==> src/rtl/bls_pkg.sv <==
// Shared types, constants and helpers for the block-linear swizzle address generator.
package bls_pkg;

  localparam int COORD_W    = 14;
  localparam int OFS_W      = 34;
  localparam int BPP_W      = 5;
  localparam int WB_W       = 15;
  localparam int WBB_W      = 20;
  localparam int HBR_W      = 16;
  localparam int XB_W       = 19;
  localparam int PITCH_W    = 21;
  localparam int GSTRIDE_W  = 29;
  localparam int AREA_W     = 37;
  localparam int SURF_W     = 38;
  localparam int POS_W      = 38;
  localparam int LIN_W      = 35;
  localparam int CFG_DATA_W = 17;
  localparam int CFG_IDX_W  = 3;
  localparam int GOB_MAX_LOG2 = 5;

  typedef enum logic [CFG_IDX_W-1:0] {
    CFG_WIDTH_PX,
    CFG_HEIGHT_PX,
    CFG_BLOCK_WIDTH,
    CFG_BLOCK_HEIGHT_PX,
    CFG_BYTES_PER_ELEMENT,
    CFG_TILE_MODE,
    CFG_GOB_HEIGHT_LOG2,
    CFG_ALIGNMENT
  } cfg_reg_t;

  typedef enum logic [2:0] {
    GEO_LOAD,
    GEO_DIV,
    GEO_SCALE,
    GEO_PITCH,
    GEO_AREA,
    GEO_SURF,
    GEO_READY
  } geo_state_t;

  typedef struct packed {
    logic [COORD_W-1:0] block_x;
    logic [COORD_W-1:0] block_y;
  } in_t;

  typedef struct packed {
    logic [OFS_W-1:0] linear_offset;
    logic [OFS_W-1:0] tiled_offset;
    logic             fits_surface;
  } out_t;

  typedef struct packed {
    logic [14:0]      width_px;
    logic [14:0]      height_px;
    logic [4:0]       block_width;
    logic [4:0]       block_height_px;
    logic [BPP_W-1:0] bytes_per_element;
    logic             tile_mode;
    logic [2:0]       gob_height_log2;
    logic [16:0]      alignment;
  } cfg_t;

  typedef struct packed {
    logic                 ready;
    logic [WB_W-1:0]      wb;
    logic [PITCH_W-1:0]   pitch;
    logic [GSTRIDE_W-1:0] gstride;
    logic [SURF_W-1:0]    surf;
  } geo_t;

  function automatic logic [2:0] gob_log2_sat(input logic [2:0] g);
    return (g > 3'(GOB_MAX_LOG2)) ? 3'(GOB_MAX_LOG2) : g;
  endfunction

endpackage

==> src/rtl/bls_geom.sv <==
// Surface geometry sequencer: block counts, pitch, GOB stride and surface size.
module bls_geom (
  input  logic          clk,
  input  logic          rst_n,
  input  logic          restart,
  input  bls_pkg::cfg_t cfg,
  output bls_pkg::geo_t geo
);
  import bls_pkg::*;

  geo_state_t state_r, state_nxt;
  logic [3:0] cnt_r, cnt_nxt;

  logic [15:0]          wnum_r, hnum_r;
  logic [4:0]           wrem_r, hrem_r;
  logic [WBB_W-1:0]     wbb_r;
  logic [HBR_W-1:0]     hbr_r;
  logic [PITCH_W-1:0]   pitch_r;
  logic [GSTRIDE_W-1:0] gstride_r;
  logic [AREA_W-1:0]    area_r;
  logic [SURF_W-1:0]    surf_r;

  logic [4:0]   bw_eff, bh_eff;
  logic [2:0]   g_eff;
  logic [16:0]  amask;
  logic [5:0]   wcand, hcand;
  logic         wge, hge;
  logic [HBR_W-1:0]   hb16, hmask;
  logic [PITCH_W-1:0] wbb21, pmask;
  logic [SURF_W-1:0]  area38;

  assign bw_eff = (cfg.block_width == 5'd0) ? 5'd1 : cfg.block_width;
  assign bh_eff = (cfg.block_height_px == 5'd0) ? 5'd1 : cfg.block_height_px;
  assign g_eff  = gob_log2_sat(cfg.gob_height_log2);
  assign amask  = (cfg.alignment == 17'd0) ? 17'd0 : cfg.alignment - 17'd1;

  // one restoring-division bit per cycle for both dimensions
  assign wcand = {wrem_r, wnum_r[15]};
  assign hcand = {hrem_r, hnum_r[15]};
  assign wge   = wcand >= {1'b0, bw_eff};
  assign hge   = hcand >= {1'b0, bh_eff};

  assign hb16  = {1'b0, hnum_r[WB_W-1:0]};
  assign hmask = HBR_W'((16'd8 << g_eff) - 16'd1);
  assign wbb21 = {1'b0, wbb_r};
  assign pmask = cfg.tile_mode ? PITCH_W'(63) : PITCH_W'(31);
  assign area38 = {1'b0, area_r};

  always_comb begin
    state_nxt = state_r;
    cnt_nxt   = cnt_r;
    unique case (state_r)
      GEO_LOAD: begin
        state_nxt = GEO_DIV;
        cnt_nxt   = 4'd15;
      end
      GEO_DIV: begin
        cnt_nxt = cnt_r - 4'd1;
        if (cnt_r == 4'd0) begin
          state_nxt = GEO_SCALE;
        end
      end
      GEO_SCALE: state_nxt = GEO_PITCH;
      GEO_PITCH: state_nxt = GEO_AREA;
      GEO_AREA:  state_nxt = GEO_SURF;
      GEO_SURF:  state_nxt = GEO_READY;
      GEO_READY: state_nxt = GEO_READY;
      default:   state_nxt = GEO_LOAD;
    endcase
    if (restart) begin
      state_nxt = GEO_LOAD;
    end
  end

  always_ff @(posedge clk) begin
    if (!rst_n) begin
      state_r <= GEO_LOAD;
      cnt_r   <= 4'd0;
    end else begin
      state_r <= state_nxt;
      cnt_r   <= cnt_nxt;
    end
  end

  always_ff @(posedge clk) begin
    unique case (state_r)
      GEO_LOAD: begin
        wnum_r <= 16'(cfg.width_px) + 16'(bw_eff) - 16'd1;
        hnum_r <= 16'(cfg.height_px) + 16'(bh_eff) - 16'd1;
        wrem_r <= 5'd0;
        hrem_r <= 5'd0;
      end
      GEO_DIV: begin
        wrem_r <= wge ? 5'(wcand - {1'b0, bw_eff}) : wcand[4:0];
        hrem_r <= hge ? 5'(hcand - {1'b0, bh_eff}) : hcand[4:0];
        wnum_r <= {wnum_r[14:0], wge};
        hnum_r <= {hnum_r[14:0], hge};
      end
      GEO_SCALE: begin
        wbb_r <= WBB_W'(wnum_r[WB_W-1:0]) * WBB_W'(cfg.bytes_per_element);
        if (cfg.tile_mode && hb16 != '0) begin
          hbr_r <= ((hb16 - HBR_W'(1)) | hmask) + HBR_W'(1);
        end else begin
          hbr_r <= hb16;
        end
      end
      GEO_PITCH: begin
        pitch_r   <= (wbb21 == '0) ? '0 : ((wbb21 - PITCH_W'(1)) | pmask) + PITCH_W'(1);
        gstride_r <= GSTRIDE_W'((wbb21 + PITCH_W'(63)) >> 6) << (4'd9 + 4'(g_eff));
      end
      GEO_AREA: begin
        area_r <= AREA_W'(pitch_r) * AREA_W'(hbr_r);
      end
      GEO_SURF: begin
        surf_r <= (area38 == '0) ? '0
                  : ((area38 - SURF_W'(1)) | SURF_W'(amask)) + SURF_W'(1);
      end
      GEO_READY: ;
      default: ;
    endcase
  end

  assign geo.ready   = (state_r == GEO_READY);
  assign geo.wb      = wnum_r[WB_W-1:0];
  assign geo.pitch   = pitch_r;
  assign geo.gstride = gstride_r;
  assign geo.surf    = surf_r;

endmodule

==> src/rtl/bls_addr.sv <==
// Four-stage address pipeline: products, offset assembly and surface-fit check.
module bls_addr #(
  parameter int MAX_DIM_BITS = 14
) (
  input  logic          clk,
  input  logic          rst_n,
  input  bls_pkg::cfg_t cfg,
  input  bls_pkg::geo_t geo,
  input  logic          in_valid,
  output logic          in_stall,
  input  bls_pkg::in_t  in_data,
  output logic          out_valid,
  input  logic          out_stall,
  output bls_pkg::out_t out_data
);
  import bls_pkg::*;

  localparam int MaskBits = (MAX_DIM_BITS < COORD_W) ? MAX_DIM_BITS : COORD_W;
  localparam logic [COORD_W-1:0] DIM_MASK = COORD_W'((64'd1 << MaskBits) - 64'd1);

  logic v1_r, v2_r, v3_r, v4_r;
  logic rdy1, rdy2, rdy3, rdy4;
  logic take;

  logic [COORD_W-1:0] x1_r, y1_r;
  logic [COORD_W-1:0] x2_r, y2_r;
  logic [29:0]        ywb2_r;
  logic [34:0]        ypitch2_r;
  logic [XB_W-1:0]    xb2_r;
  logic [POS_W-1:0]   ygob2_r;
  logic [LIN_W-1:0]   lin3_r;
  logic [POS_W-1:0]   pos3_r;
  out_t               out_r;

  logic [2:0]         g_eff;
  logic [3:0]         yshift;
  logic [COORD_W-1:0] ysup;
  logic [42:0]        ygob_prod;
  logic [29:0]        lsum;
  logic [10:0]        gmask;
  logic [POS_W-1:0]   intra, pos_blk, pos_pitch;

  assign g_eff  = gob_log2_sat(cfg.gob_height_log2);
  assign yshift = 4'(g_eff) + 4'd3;

  // each stage moves on when it is empty or the next one takes its request
  assign rdy4 = !v4_r || !out_stall;
  assign rdy3 = !v3_r || rdy4;
  assign rdy2 = !v2_r || rdy3;
  assign rdy1 = !v1_r || rdy2;
  assign in_stall = !(rdy1 && geo.ready);
  assign take = in_valid && !in_stall;

  always_ff @(posedge clk) begin
    if (!rst_n) begin
      v1_r <= 1'b0;
      v2_r <= 1'b0;
      v3_r <= 1'b0;
      v4_r <= 1'b0;
    end else begin
      if (rdy1) v1_r <= take;
      if (rdy2) v2_r <= v1_r;
      if (rdy3) v3_r <= v2_r;
      if (rdy4) v4_r <= v3_r;
    end
  end

  // stage 2: the coordinate products (the linear-offset product follows in stage 3)
  assign ysup      = y1_r >> yshift;
  assign ygob_prod = 43'(ysup) * 43'(geo.gstride);

  // stage 3: assemble offsets
  assign lsum  = ywb2_r + 30'(x2_r);
  assign gmask = 11'((12'd1 << g_eff) - 12'd1);
  assign intra = POS_W'({xb2_r[5], y2_r[2:1], xb2_r[4], y2_r[0], xb2_r[3:0]});
  assign pos_blk = ygob2_r
                 + (POS_W'(xb2_r[XB_W-1:6]) << (4'd9 + 4'(g_eff)))
                 + (POS_W'(y2_r[COORD_W-1:3] & gmask) << 9)
                 + intra;
  assign pos_pitch = POS_W'(ypitch2_r) + POS_W'(xb2_r);

  always_ff @(posedge clk) begin
    if (rdy1 && take) begin
      x1_r <= in_data.block_x & DIM_MASK;
      y1_r <= in_data.block_y & DIM_MASK;
    end
    if (rdy2 && v1_r) begin
      x2_r      <= x1_r;
      y2_r      <= y1_r;
      ywb2_r    <= 30'(y1_r) * 30'(geo.wb);
      ypitch2_r <= 35'(y1_r) * 35'(geo.pitch);
      xb2_r     <= XB_W'(x1_r) * XB_W'(cfg.bytes_per_element);
      ygob2_r   <= ygob_prod[POS_W-1:0];
    end
    if (rdy3 && v2_r) begin
      lin3_r <= LIN_W'(lsum) * LIN_W'(cfg.bytes_per_element);
      pos3_r <= cfg.tile_mode ? pos_blk : pos_pitch;
    end
    if (rdy4 && v3_r) begin
      out_r.linear_offset <= lin3_r[OFS_W-1:0];
      out_r.tiled_offset  <= pos3_r[OFS_W-1:0];
      out_r.fits_surface  <= ((39'(pos3_r) + 39'(cfg.bytes_per_element)) <= 39'(geo.surf));
    end
  end

  assign out_valid = v4_r;
  assign out_data  = out_r;

endmodule

==> src/rtl/block_linear_swizzle_address.sv <==
// Top level of the block-linear / pitch swizzle address generator.
//
// Input channel in_valid/in_stall/in_data carries one texel-block coordinate
// per request; output channel out_valid/out_stall/out_data returns the linear
// byte offset, the tiled (pitch or block-linear GOB) byte offset and a flag
// telling whether the tiled element ends within the aligned surface size.
// Throughput is one request per cycle while in_stall is low; each result
// passes through four pipeline registers, the last one driving the output.
// When the receiver stalls, the result holds and earlier stages keep
// filling until every stage is occupied, then in_stall rises.
// The configuration port writes one register per cycle on cfg_we. After reset
// and after every configuration write, a geometry sequencer recomputes block
// counts, pitch, GOB stride and surface size, using the 16-step serial divider
// for the block-count round-up. in_stall stays high meanwhile.
// Reset loads the default surface: 1x1 pixels, 4 bytes per element, pitch
// mode, 16 GOBs per block, 512-byte alignment.
module block_linear_swizzle_address #(
  parameter int MAX_DIM_BITS = 14
) (
  input  logic                                clk,
  input  logic                                rst_n,
  input  logic                                in_valid,
  output logic                                in_stall,
  input  bls_pkg::in_t                        in_data,
  output logic                                out_valid,
  input  logic                                out_stall,
  output bls_pkg::out_t                       out_data,
  input  logic                                cfg_we,
  input  logic [bls_pkg::CFG_IDX_W-1:0]       cfg_index,
  input  logic [bls_pkg::CFG_DATA_W-1:0]      cfg_wdata
);
  import bls_pkg::*;

  cfg_t cfg_r;
  geo_t geo;

  always_ff @(posedge clk) begin
    if (!rst_n) begin
      cfg_r.width_px          <= 15'd1;
      cfg_r.height_px         <= 15'd1;
      cfg_r.block_width       <= 5'd1;
      cfg_r.block_height_px   <= 5'd1;
      cfg_r.bytes_per_element <= 5'd4;
      cfg_r.tile_mode         <= 1'b0;
      cfg_r.gob_height_log2   <= 3'd4;
      cfg_r.alignment         <= 17'd512;
    end else if (cfg_we) begin
      unique case (cfg_reg_t'(cfg_index))
        CFG_WIDTH_PX:          cfg_r.width_px          <= cfg_wdata[14:0];
        CFG_HEIGHT_PX:         cfg_r.height_px         <= cfg_wdata[14:0];
        CFG_BLOCK_WIDTH:       cfg_r.block_width       <= cfg_wdata[4:0];
        CFG_BLOCK_HEIGHT_PX:   cfg_r.block_height_px   <= cfg_wdata[4:0];
        CFG_BYTES_PER_ELEMENT: cfg_r.bytes_per_element <= cfg_wdata[4:0];
        CFG_TILE_MODE:         cfg_r.tile_mode         <= cfg_wdata[0];
        CFG_GOB_HEIGHT_LOG2:   cfg_r.gob_height_log2   <= cfg_wdata[2:0];
        CFG_ALIGNMENT:         cfg_r.alignment         <= cfg_wdata;
        default: ;
      endcase
    end
  end

  bls_geom u_geom (
    .clk     (clk),
    .rst_n   (rst_n),
    .restart (cfg_we),
    .cfg     (cfg_r),
    .geo     (geo)
  );

  bls_addr #(
    .MAX_DIM_BITS (MAX_DIM_BITS)
  ) u_addr (
    .clk       (clk),
    .rst_n     (rst_n),
    .cfg       (cfg_r),
    .geo       (geo),
    .in_valid  (in_valid),
    .in_stall  (in_stall),
    .in_data   (in_data),
    .out_valid (out_valid),
    .out_stall (out_stall),
    .out_data  (out_data)
  );

endmodule

==> config.mk <==
export PLATFORM = sky130hd
export DESIGN_NAME = block_linear_swizzle_address
export DESIGN_NICKNAME = d
export VERILOG_FILES = /design/src/rtl/bls_pkg.sv /design/src/rtl/bls_geom.sv /design/src/rtl/bls_addr.sv /design/src/rtl/block_linear_swizzle_address.sv
export SDC_FILE = /design/constraint.sdc
export NUM_CORES = 2
export LEC_CHECK = 0
export BUFFER_PORTS_ARGS = -buffer_cell sky130_fd_sc_hd__buf_4
export CORE_MARGIN = 5
export CORE_UTILIZATION = 54
export CTS_BUF_LIST = sky130_fd_sc_hd__clkbuf_8
export CTS_CLUSTER_SIZE = 8
export DETAILED_ROUTE_END_ITERATION = 10
export GPL_TIMING_DRIVEN = 0
export HOLD_SLACK_MARGIN = 0.03
export PLACE_DENSITY = 0.7
export SYNTH_ARGS = -nofsm -noshare
export SYNTH_HDL_FRONTEND = slang
export SYNTH_SLANG_ARGS = --single-unit
export TNS_END_PERCENT = 1
==> constraint.sdc <==
create_clock -name clk -period 17.81 [get_ports clk]
set_input_delay 2.6715 -clock clk [delete_from_list [all_inputs] [get_ports clk]]
set_output_delay 2.6715 -clock clk [all_outputs]
set_load 0.1 [all_outputs]
---- Word level (Yosys, flattened, before mapping) ----
Cells that the tools add are included.
operators by class
  add/subtract/negate cells ............... 25
  reductions and logical operators ........ 37
  shift-type cells ........................ 5
  order comparisons ....................... 4
  bitwise gates (word level) .............. 5
  $mul .................................... 7
  muxes and demuxes ....................... 16
  equal/unequal tests ..................... 14
operators with widths
  operator               count
  $add 38x38->38         2
  $pmux 16 s2            2
  $sub 16x1->16 const B  3
  $add 38x5->39          1
  $le 39x38->1           1
  $add 38x1->38 const B  1
  $add 38x9->38          1
  $logic_not 38->1       1
  $mul 14x29->38         1
  $mux 38                1
  $or 38x17->38          1
  $shl 13x4->38          1
  $sub 37x1->38 const B  1
  $mul 21x16->37         1
  $add 35x19->36         1
  $mul 14x21->35         1
  $mul 30x5->34          1
  $add 15x5->16          2
  $add 29x14->30         1
  $mul 14x15->29         1
  $shl 23x4->29          1
  $add 20x6->21 const B  1
  $add 21x1->21 const B  1
  $eq 3x3->1 const B     7
  other kinds (43)       78
storage, ports and cells
  bits of input ports ..................... 53
  output and inout bits ................... 71
  flip-flop bits (word level) ............. 598

---- Longest topological paths before layout ----
  depth after elaboration ................. 8
  gate-level depth with buffers ........... 37
  mapped depth without buffers ............ 33

---- Cells and area by module ----
A second synthesis with hierarchy kept.
unflattened totals
  cells, all modules ...................... 7,967
  area total of the unflattened synthesis .. 75,184.6 µm²
modules (own cells, without submodules)
  module                        sequential area each (µm²)  instances  cells each  area an instance (µm²)
  bls_addr                      9,599.2                     1          5,173       49,429.9
  bls_geom                      5,785.5                     1          2,546       23,224.8
  block_linear_swizzle_address  1,321.3                     1          248         2,529.9

---- Least setup slack after synthesis ----
No wires, ideal clock.
  kind .................................... input-to-reg
  start point ............................. input out_stall
  end point ............................... register u_addr.x2_r[0] (enable)
  required time ........................... 16,946 ps
  path slack .............................. 3,737 ps
  path buffers ............................ 0
  data arrival time ....................... 13,209 ps
  library setup time ...................... 864 ps
  stages .................................. 2
  cell sequence ........................... and3_1 a21boi_0
between the ends
  cells in the longest elaborated chain, start to end .. 5
RTL lines
  element               line                                source
  from (decl)           block_linear_swizzle_address.sv:26  input logic out_stall,
  $logic_not 1->1       bls_addr.sv:47                      assign rdy4 = !v4_r || !out_stall;
  $logic_or 1x1->1      bls_addr.sv:47
  $logic_or 1x1->1      bls_addr.sv:48                      assign rdy3 = !v3_r || rdy4;
  $logic_or 1x1->1      bls_addr.sv:49                      assign rdy2 = !v2_r || rdy3;
  $logic_and 1x1->1     bls_addr.sv:87                      if (rdy2 && v1_r) begin
  to (signal assigned)  bls_addr.sv:88                      x2_r <= x1_r;
  to (decl)             bls_addr.sv:26                      logic [COORD_W-1:0] x2_r, y2_r;
Every way passes these cells.
A chain may end at the register's enable or synchronous reset.

---- Worst setup path after layout ----
  start point ............................. register cfg_r[19] (netlist bit)
  end point ............................... register u_addr.ygob2_r[37] (data pin)
between the ends
  cells in the longest elaborated chain, start to end .. 5
RTL lines
  element                   line                                source
  from (decl)               block_linear_swizzle_address.sv:34  cfg_t cfg_r;
  $gt 3x3->1                bls_pkg.sv:73                       return (g > 3'(GOB_MAX_LOG2)) ? 3'(GOB_MAX_LOG2) : g;
  $mux 3 *                  bls_pkg.sv:73
  $add 3x2->4 *             bls_addr.sv:44                      assign yshift = 4'(g_eff) + 4'd3;
  $shr 14x4->14 *           bls_addr.sv:69                      assign ysup = y1_r >> yshift;
  $mul 14x29->38 *          bls_addr.sv:70                      assign ygob_prod = 43'(ysup) * 43'(geo.gstride);
  via u_addr.ygob_prod[37]  bls_addr.sv:38                      logic [42:0] ygob_prod;
  to (signal assigned)      bls_addr.sv:93                      ygob2_r <= ygob_prod[POS_W-1:0];
  to (decl)                 bls_addr.sv:30                      logic [POS_W-1:0] ygob2_r;
The timed path passes the listed nets; every way through them passes the cells marked *.

==> results.tsv <==
stage	metric	value	unit
outcome	outcome	finished clean	
floorplanning	I/O pins	124	
synthesis	Gate Count Post-Synth	7715	
synthesis	ys async rst share	0	
routing	vias	56400	
cells_and_area	register area	16600	µm²
synthesis	sequential fraction of the synthesis area	0.229	
global_route	vias in the first global route	57500	
critical_path	cell repeated most along the worst path	inv_1	
routing	WL final	215000	µm
timing	crit share post-route	0.582	
placed_design	Final HPWL DP	176000	µm
timing	Max Slew Vio Count	0	
critical_path	CP startpoint	cfg_r[19]$_SDFFE_PN1P_	
synthesis	yosys warns	0	
timing	Worst Skew	0.0858	ns
timing	setup TNS	0	ns
clock_tree	CTS clock-pin slew for the worst setup and hold paths	0.06	ns
floorplanning	die width	376	µm
global_route	first-pass GRT wire length	333000	µm
critical_path	crit-path max FO	10	
routing	drt via density	5.73	
clock_tree	Post-CTS Hold Fix Bufs	0	
clock_tree	CTS max path bufs	3	
clock_tree	setup repair bufs after CTS	0	
critical_path	startpoint type of the worst setup path	flip-flop	
synthesis	ys flop type	edfxtp_1	
power	VDD IR-drop max	324	µV
job	max-cap violations	0	
critical_path	kind of critical path	reg -> reg	
critical_path	Worst Path Arrival	10.89	ns
critical_path	critical path's top delay family	adder cells	
critical_path	CP required	18.34	ns
floorplanning	die height	376	µm
timing	slack of the critical path	7.45	ns
clock_tree	CTS tree	built	
timing	Final Hold Viols	0	
power	total design power	7.83	mW
floorplanning	Die Area	141000	µm²
global_route	Overflow after GRT	0	
clock_tree	CTS root buf	clkbuf_8	
routing	WL/cell	21.8	µm
placed_design	Cells after DPL	9638	
placed_design	Port Buf Inserts	120	
floorplanning	row count	134	
cells_and_area	Area Growth Syn to Fin	8.16	%
clock_tree	post_cts resized	0	
critical_path	CP endpoint kind	flip-flop	
timing	f_max	96.5	MHz
synthesis	Post-synth EDFFs	500	
cells_and_area	area of the multi-input gates	49900	µm²
global_route	largest net degree at the start of global routing	35	
routing	First-pass DRT Iterations	6	
synthesis	Post-Synthesis Cell Area	72200	µm²
global_route	initial antenna violation count	14	
synthesis	Cell variety after synth	102	
critical_path	CP peak stage delay	0.53	ns
power	pwr/cell area	100	nW/µm²
cells_and_area	NumNets Final	9619	
routing	antenna-violating nets left	0	
timing	slew margin rel.	0.167	
worst_hold_path	min-delay src	u_addr.lin3_r[20]$_DFFE_PP_	
critical_path	WP buf/inv	11	
power	Leak Pwr	36.1	nW
clock_tree	Sink Count	577	
floorplanning	CORE AREA	133000	µm²
cells_and_area	Layout Cells excl Fill	9849	
timing	worst-margin pin slew	1.23	ns
routing	DRC viols	0	
placed_design	GPL Wtd Cong	1.02	
cells_and_area	Fillers	11700	
timing	final setup fails	0	
timing	Tmin final	10.36	ns
synthesis	Yosys reg bits	577	
synthesis	syn_area_per_cell	9.36	µm²
clock_tree	Num CTS Buffers	107	
global_route	GRT Total Usage	0.307	
clock_tree	Clock Latency Late Sink	0.89	ns
timing	WHS	0.372	ns
critical_path	crit path max-delay cell type	clkbuf_1	
clock_tree	# H-tree levels	3	
timing	unrepaired setup endpoints after global routing	no	
routing	initial DRC count	5000	
critical_path	FF-to-FF Start	cfg_r[19]$_SDFFE_PN1P_	
floorplanning	Initial Utilization	0.543	
worst_hold_path	HP Class	reg -> reg	
placed_design	worst slack, placed	7.74	ns
cells_and_area	share of layout cells above drive strength 1	0.0491	
[cells in the final DEF (no fill, tap or decap), types with 22 or more instances in the layout]
cell type	netlist	final
inv_1	1207	1230
nand2_1	1124	1124
fa_1	938	938
ha_1	649	649
and2_1	552	552
edfxtp_1	500	500
clkbuf_1	323	323
nor2_1	311	309
a21oi_1	299	299
xnor2_1	271	271
o21ai_0	203	203
buf_4	3	123
xor2_1	123	123
clkbuf_8	0	114
nand3_1	112	112
a21o_1	97	97
nor3_1	94	93
dfxtp_1	77	77
nor2b_1	66	65
mux2i_1	65	65
a21boi_0	59	57
o21a_1	52	52
and3_1	50	50
nand2b_1	42	42
nand4_1	35	35
a211oi_1	34	34
o21bai_1	32	32
a31oi_1	31	31
or3_1	30	30
o211ai_1	26	26
or2_2	24	24
nor4_1	23	23
o31ai_1	22	22
[cell families (layout without fill, tap and decap cells)]
logic type / count (synthesis) / count (layout) / synth area share
adders and majority gates: 1588 / 1588 / 0.373
xor gates and xnor gates: 395 / 395 / 0.0480
and+or+nand+nor: 2544 / 2544 / 0.171
AOI/OAI and AO/OA: 984 / 984 / 0.0870
buffers and inverters: 1551 / 1890 / 0.0810
other: 2 / 29 / 0.000104
DFF: 577 / 577 / 0.229
muxes: 74 / 74 / 0.0107
[final timing paths]
path | to | slack (ns) | cells past startpoint
min | u_addr.out_data[55]$_DFFE_PP_ | 0.37 | 0
max reg2reg | u_addr.ygob2_r[37]$_DFFE_PP_ | 7.45 | 35
max | u_addr.ygob2_r[37]$_DFFE_PP_ | 7.45 | 35
min reg2reg | u_addr.out_data[55]$_DFFE_PP_ | 0.37 | 0
[sequential cells by signal (all words and copies together), names as in the netlist, 29 cells and up]
register / flops
u_addr.lin3_r: 34
u_geom.gstride_r: 29
u_geom.surf_r: 33
u_addr.ypitch2_r: 30
u_geom.area_r: 32
cfg_r: 66
u_addr.pos3_r: 38
u_addr.ygob2_r: 38
u_addr.out_data: 69
u_addr.ywb2_r: 29
[area by class of cell]
type,instances,area share
well taps,1768,0.0283
clock inverters,85,0.00918
clock buffers,114,0.0201
plain buffers,342,0.0168
flip-flops and latches,577,0.212
multi-input cells,5602,0.639
inverters,1209,0.0581
diodes,12,0.000384
repair buffers,140,0.0159
[Yosys cell counts, types with 14 or more instances]
library cell  count  area, µm²
o21bai_1         32        240
nor3_1           94        470
a31oi_1          31        194
nand2b_1         42        263
clkbuf_1        323       1210
o21ai_0         203       1020
and2_1          552       3450
nand2_1        1124       4220
or3_1            30        188
inv_1          1207       4530
o22ai_1          14       87.6
a211oi_1         34        255
nand3_1         112        561
or2_2            24        150
o21a_1           52        390
a21o_1           97        728
fa_1            938      18800
dfxtp_1          77       1540
nor2b_1          66        413
mux2i_1          65        651
nor3b_1          15        113
nand4_1          35        219
xnor2_1         271       2370
nor2_1          311       1170
and3_1           50        313
edfxtp_1        500      15000
xor2_1          123       1080
ha_1            649       8120
a21oi_1         299       1500
nor4_1           23        144
a21boi_0         59        443
o31ai_1          22        165
o211ai_1         26        195
[metrics by stage]
stage / util / instance area [µm²]
2_1_floorplan: - / 72300
3_3_place_gp: 0.566 / 75400
3_5_place_dp: 0.569 / 75800
4_1_cts: 0.587 / 78100
5_1_grt: 0.587 / 78100
6_report: 0.587 / 78100
[where the power goes]
group | leakage, nW | internal (mW) | switching (mW)
Clock | 1.26 | 0.750 | 0.660
Combinational | 29.7 | 1.96 | 2.68
Sequential | 5.23 | 1.74 | 0.0436
Total | 36.1 | 4.45 | 3.38
[routing by layer]
| metal | vias to the layer above | GRT usage | share of wire |
|---|---|---|---|
| met3 | 537 | 0.0706 | 0.096 |
| li1 | 25400 | - | - |
| met4 | 4 | 0.146 | 0.056 |
| met5 | - | 0 | 0.00012 |
| met1 | 28000 | 0.412 | 0.41 |
| met2 | 2411 | 0.472 | 0.44 |
No activity file was read; power rests on OpenSTA's default activity.
